===== config.mk =====
export PLATFORM = sky130hd
export DESIGN_NAME = mva_lane
export DESIGN_NICKNAME = d
export VERILOG_FILES = /design/src/hdl/mva_pkg.sv /design/src/hdl/mva_lane.sv
export SDC_FILE = /design/constraint.sdc
export NUM_CORES = 2
export LEC_CHECK = 0
export BUFFER_PORTS_ARGS = -buffer_cell sky130_fd_sc_hd__buf_4
export CORE_MARGIN = 3
export CORE_UTILIZATION = 40
export DETAILED_ROUTE_END_ITERATION = 10
export HOLD_SLACK_MARGIN = 0.1
export SYNTH_ARGS = -nofsm -noshare
export SYNTH_HDL_FRONTEND = slang
export SYNTH_SLANG_ARGS = --single-unit

===== constraint.sdc =====
create_clock -name clk -period 8.3 [get_ports clk]
set_input_delay 1.245 -clock clk [delete_from_list [all_inputs] [get_ports clk]]
set_output_delay 1.245 -clock clk [all_outputs]
set_load 0.05 [all_outputs]

===== src/hdl/mva_pkg.sv =====
// Package for the matrix-vector accumulate block.
// Holds the lane control struct and the fixed widths and constants.
// Used by mva_lane and the top level under hdl, and by the testbench.
package mva_pkg;

  localparam int ROW_FIELDS = 8;
  localparam int VALUE_W    = 32;
  localparam int SUM_W      = 64;
  localparam int COUNT_W    = 4;

  localparam logic [COUNT_W-1:0] COUNT_RESET = COUNT_W'(8);

  localparam logic signed [SUM_W-1:0] SUM_MAX = {1'b0, {(SUM_W-1){1'b1}}};
  localparam logic signed [SUM_W-1:0] SUM_MIN = {1'b1, {(SUM_W-1){1'b0}}};

  typedef struct packed {
    logic load;
    logic step;
    logic clear;
    logic active;
  } lane_ctrl_t;

endpackage


===== src/hdl/mva_lane.sv =====
// One column lane: registered 32x32 product, then saturating 64-bit accumulate.
// Depends on mva_pkg for lane_ctrl_t and the sum bounds.
module mva_lane
  import mva_pkg::*;
(
  input  logic                     clk,
  input  logic                     rst,
  input  lane_ctrl_t               ctrl,
  input  logic signed [VALUE_W-1:0] weight,
  input  logic signed [VALUE_W-1:0] value,
  output logic signed [SUM_W-1:0]  sum_next,
  output logic                     ovf
);

  logic signed [SUM_W-1:0] product;
  logic signed [SUM_W-1:0] sum;
  logic signed [SUM_W-1:0] raw;

  always_ff @(posedge clk) begin
    if (ctrl.load) begin
      product <= SUM_W'(weight * value);
    end
  end

  assign raw      = sum + product;
  assign ovf      = (sum[SUM_W-1] == product[SUM_W-1]) && (raw[SUM_W-1] != sum[SUM_W-1]);
  assign sum_next = ovf ? (sum[SUM_W-1] ? SUM_MIN : SUM_MAX) : raw;

  always_ff @(posedge clk) begin
    if (rst) begin
      sum <= '0;
    end else if (ctrl.step) begin
      if (ctrl.clear) begin
        sum <= '0;
      end else if (ctrl.active) begin
        sum <= sum_next;
      end
    end
  end

endmodule


# --- Word-level counts from Yosys, hierarchy flattened ---
# Index checks and enable logic that the tools add are counted.
word_totals:
  reg_bits: 128
  output_inout_bits: 65
  in_bits: 70
op_classes:
  n_reduce_logical: 3
  n_eq_ne: 2
  muxes: 4
  multipliers: 1
  add_sub_neg: 1
op_table:
  columns: ["op", "n"]
  rows:
  - ["$mux W64", 4]
  - ["$add A64 B64 Y64", 1]
  - ["$mul A32 B32 Y64", 1]
  - ["$reduce_and A2 Y1", 1]
  - ["$reduce_bool A2 Y1", 1]
  - ["$eq A1 B1 Y1", 1]
  - ["$logic_and A1 B1 Y1", 1]
  - ["$ne A1 B1 Y1", 1]

# --- Logic depth before layout (Yosys ltp) ---
logic_depth:
  ltp_word: 6
  ltp_mapped: 29
  depth_no_buf: 27

# --- Worst setup path after synthesis ---
# OpenSTA, ideal clock, no wires.
synth_path:
  path_type: "input to register"
  startpoint: "in value[2]"
  endpoint: "reg product[63], data pin"
  setup_slack_ns: -0.361
  setup_ns: 0.260
  required_time_ns: 8.040
  n_path_buf: 1
  arrival_ns: 8.401
  cell_stages: 22
  cell_sequence: "clkbuf_1 nand2_1 inv_1 fa_1 fa_1 fa_1 fa_1 inv_1 fa_1 inv_1 fa_1 fa_1 fa_1 ha_1 a21o_1 a211o_1 and4b_1 nor3_1 a31oi_1 a221o_1 a21oi_1 xnor2_1"
synth_between:
  elab_chain_len: 1
synth_lines:
  columns: ["element", "line", "rtl"]
  rows:
  - ["start, declared", "mva_lane.sv:10", "input logic signed [VALUE_W-1:0] value,"]
  - ["$mul A32 B32 Y64", "mva_lane.sv:21", "product <= SUM_W'(weight * value);"]
  - ["end signal, assigned", "mva_lane.sv:21", null]
  - ["end, declared", "mva_lane.sv:15", "logic signed [SUM_W-1:0] product;"]
# Every way passes these cells.
# A chain may end at the register's enable or synchronous reset.

# --- Worst setup path in the final report ---
layout_path:
  startpoint: "in weight[13]"
  endpoint: "reg product[49], data pin"
layout_between:
  elab_chain_len: 1
layout_lines:
  columns: ["element", "line", "rtl"]
  rows:
  - ["start, declared", "mva_lane.sv:9", "input logic signed [VALUE_W-1:0] weight,"]
  - ["$mul A32 B32 Y64", "mva_lane.sv:21", null]
# Every way passes these cells.

==> results.md <==
- Main combinational cell family by area after synthesis: adder cells
- Post-synthesis cell area: 0.0444 sq mm
- Period Utilization, post-route: 0.975
- Slew @ Worst Pin: 0.784 ns
- Seq cells post-synth: 128
- Worst Path Max Fanout: 15
- Core Region: 0.109 sq mm
- Cells after Synth: roughly 4800
- Most frequent cell after synthesis: fa_1
- Port bufs: 134
- Fin worst setup slack: 0.211 ns
- First-pass GRT wire length: 205000 microns
- Hold path endpoint: sum[20]$_SDFFE_PP0P_
- Initial antenna violation count: 5
- Worst Skew: 0.0146 ns
- TritonCTS clock tree: yes
- Final Setup Violations: 0
- Fin. Hold Viols: 0
- DRT Pass-1 Iters: 6
- Clk slew on worst S/H paths: 0.05 ns
- Setup TNS: 0 ns
- Die area: 0.115 sq mm
- Yosys top cell area share: 0.489
- FF-to-FF End: sum[48]$_SDFFE_PP0P_
- Min-delay worst type: flop to flop
- R2R depth: 12
- Asr flop ratio synth: 0
- R2R Setup Slk: 4.12 ns
- Synth Area in XOR/XNOR: 0.0245
- Mapped Nets: 6244
- Hpwl dp: 111000 microns
- FMAX: 124 MHz
- Root Driver: clkbuf_16
- Max Cap Violations: 0
- Storage element area: ~0.0032 sq mm
- Initial core utilization: 0.405
- Core Rows: roughly 120
- Avg Inst Size Synth: 9.16 sq um
- Vias: approximately 33000
- Dpl ws: -0.489 ns
- Antenna viol nets, final: 0
- Synth Area in Simple Gates: 0.166
- Nature of the critical path startpoint: primary input
- Top_reg_cell synth: edfxtp_1
- Die width: 339 microns
- Sequential fraction of the synthesis area: 0.0722
- Hold Startpoint: sum[20]$_SDFFE_PP0P_
- CP arrival: 8.27 ns
- Worst R2R Start: product[22]$_DFFE_PP_
- RePlAce Congestion: between 0.9 and 1
- DRT iter0 DRCs: around 2400
- Number of buffers created by CTS: 17
- Clk buf depth: 2
- Clk sinks: between 100 and 150
- Vias in the first global route: 36200
- Post-synth top area cell: fa_1
- Synth area leaders: fa_1 (49%), inv_1 (8.4%), and2_1 (7.4%)
- H-tree levels: 4
- WHS Path Cells: 2
- Setup crit end kind: flop
- Final wirelength: roughly 130000 microns
- Share of layout cells above drive strength 1: 0.125
- Wire length per cell: approximately 19 microns
- Multiplexer share of the synthesized area: 0.000931
- Commonest cells post-synth: fa_1 (1083), inv_1 (989), nand2_1 (638)
- Worst path required time: 8.48 ns
- Die height: 339 microns
- GRT overflow: 0
- Tot GR Track Use: 0.225
- Minimum clock period: 8.09 ns
- Multi-input logic area: 0.0366 sq mm
- Crit path kind: primary input to flop
- Nets: 6564
- Final max-slew violation count: 0
- Clock Latency Late Sink: 0.44 ns
- Fillers: 10500
- EDFF count, synth: 64
- Area Growth Syn to Fin: 14.1%
- IO Count: between 100 and 150
- YS warnings: 0
- Largest net degree at the start of global routing: 65
- Status: complete, no violations
- Synth cell types: 72
- DRC: 0
- Slew margin rel.: 0.477
- Post-Synth Adder-Cell Area: 0.559
- Vias/cell: about 5
- Synth Area in Compound Gates: 0.0708
==> placed cells by master, fill, tap and decap left out, types with 18 or more instances in the layout <==
cell type  count
a21o_1        77
a21oi_1      139
and2_1       519
buf_12        28
buf_4        512
clkbuf_16     20
dfxtp_1       64
edfxtp_1      64
fa_1        1073
ha_1         245
inv_1        985
nand2_1      635
nand3_1       27
nand4_1       23
nor2_1       195
nor2b_1       18
o21ai_0      105
o21bai_1      20
xnor2_1       79
xor2_1        45
==> through the flow <==
step           hold WS, ns   util  std cells  instance area (sq um)
2_1_floorplan        0.429      -       4844                  44500
3_3_place_gp         0.439  0.454       6614                  49700
3_5_place_dp         0.447  0.454       6614                  49700
4_1_cts              0.460  0.460       6646                  50300
5_1_grt              0.477  0.462       6653                  50600
6_report             0.457  0.462       6657                  50600
==> cell families after synthesis <==
| logic type | after synthesis |
|---|---|
| flops | 128 |
| buf+inv | 1245 |
| compound gates | 498 |
| xor+xnor | 124 |
| mux | 4 |
| fa+ha+maj | 1331 |
| simple gates | 1514 |
==> sequential cells by signal, indices dropped and copies added, names as in the netlist <==
signal and flops:
product 64, sum 64
==> how the worst max path moves through the flow <==
stage / startpoint / to / depth (start not counted)
after floorplan: weight[31] / product[63]$_DFFE_PP_ / 22
after detailed placement: value[2] / product[63]$_DFFE_PP_ / 25
final: weight[13] / product[49]$_DFFE_PP_ / 23
after global placement: value[2] / product[40]$_DFFE_PP_ / 27
after global routing: weight[10] / product[63]$_DFFE_PP_ / 28
after CTS: value[3] / product[54]$_DFFE_PP_ / 25
==> timing repair <==
item                       4_1_cts  5_1_grt
resized for setup                2       45
pin swaps                        0       17
buffers inserted                 0        6
setup endpoints to repair        9       20
hold endpoints to repair         0        0
gates cloned                     0        1
hold buffers                     0        0
==> layer usage <==
metal | routed length, microns | vias to the layer above | GRT usage
li1 | - | 15100 | -
met1 | 59100 | 17100 | 0.335
met2 | 56200 | 1099 | 0.351
met3 | 9790 | 90 | 0.0363
met4 | 1790 | 0 | 0.0377
met5 | 0 | - | 0
==> area by class of cell <==
class | count | share of cell area
clock buffers | 24 | 0.0104
inverters | 990 | 0.0736
multi-input cells | 3471 | 0.724
repair buffers | 556 | 0.0909
flip-flops and latches | 128 | 0.0633
clock inverters | 8 | 0.000964
well taps | 1476 | 0.0365
diodes | 4 | 0.000198
==> critical path, cell delays in order <==
cell and delay (ns):
buf_4 0.17, buf_12 0.16, and2_1 0.16, fa_1 0.53, inv_1 0.05, fa_1 0.47
fa_1 0.64, fa_1 0.47, fa_1 0.54, inv_1 0.05, fa_1 0.46, fa_1 0.56
fa_1 0.47, ha_1 0.36, and4_1 0.24, and3_1 0.19, and2_1 0.20, a31oi_2 0.26
o21ai_1 0.13, a211o_1 0.32, a221oi_2 0.27, o21ai_0 0.15, xor2_1 0.16
Power is not shown: default switching activity piles up to over one toggle a cycle in this logic, so the estimate is an artifact.
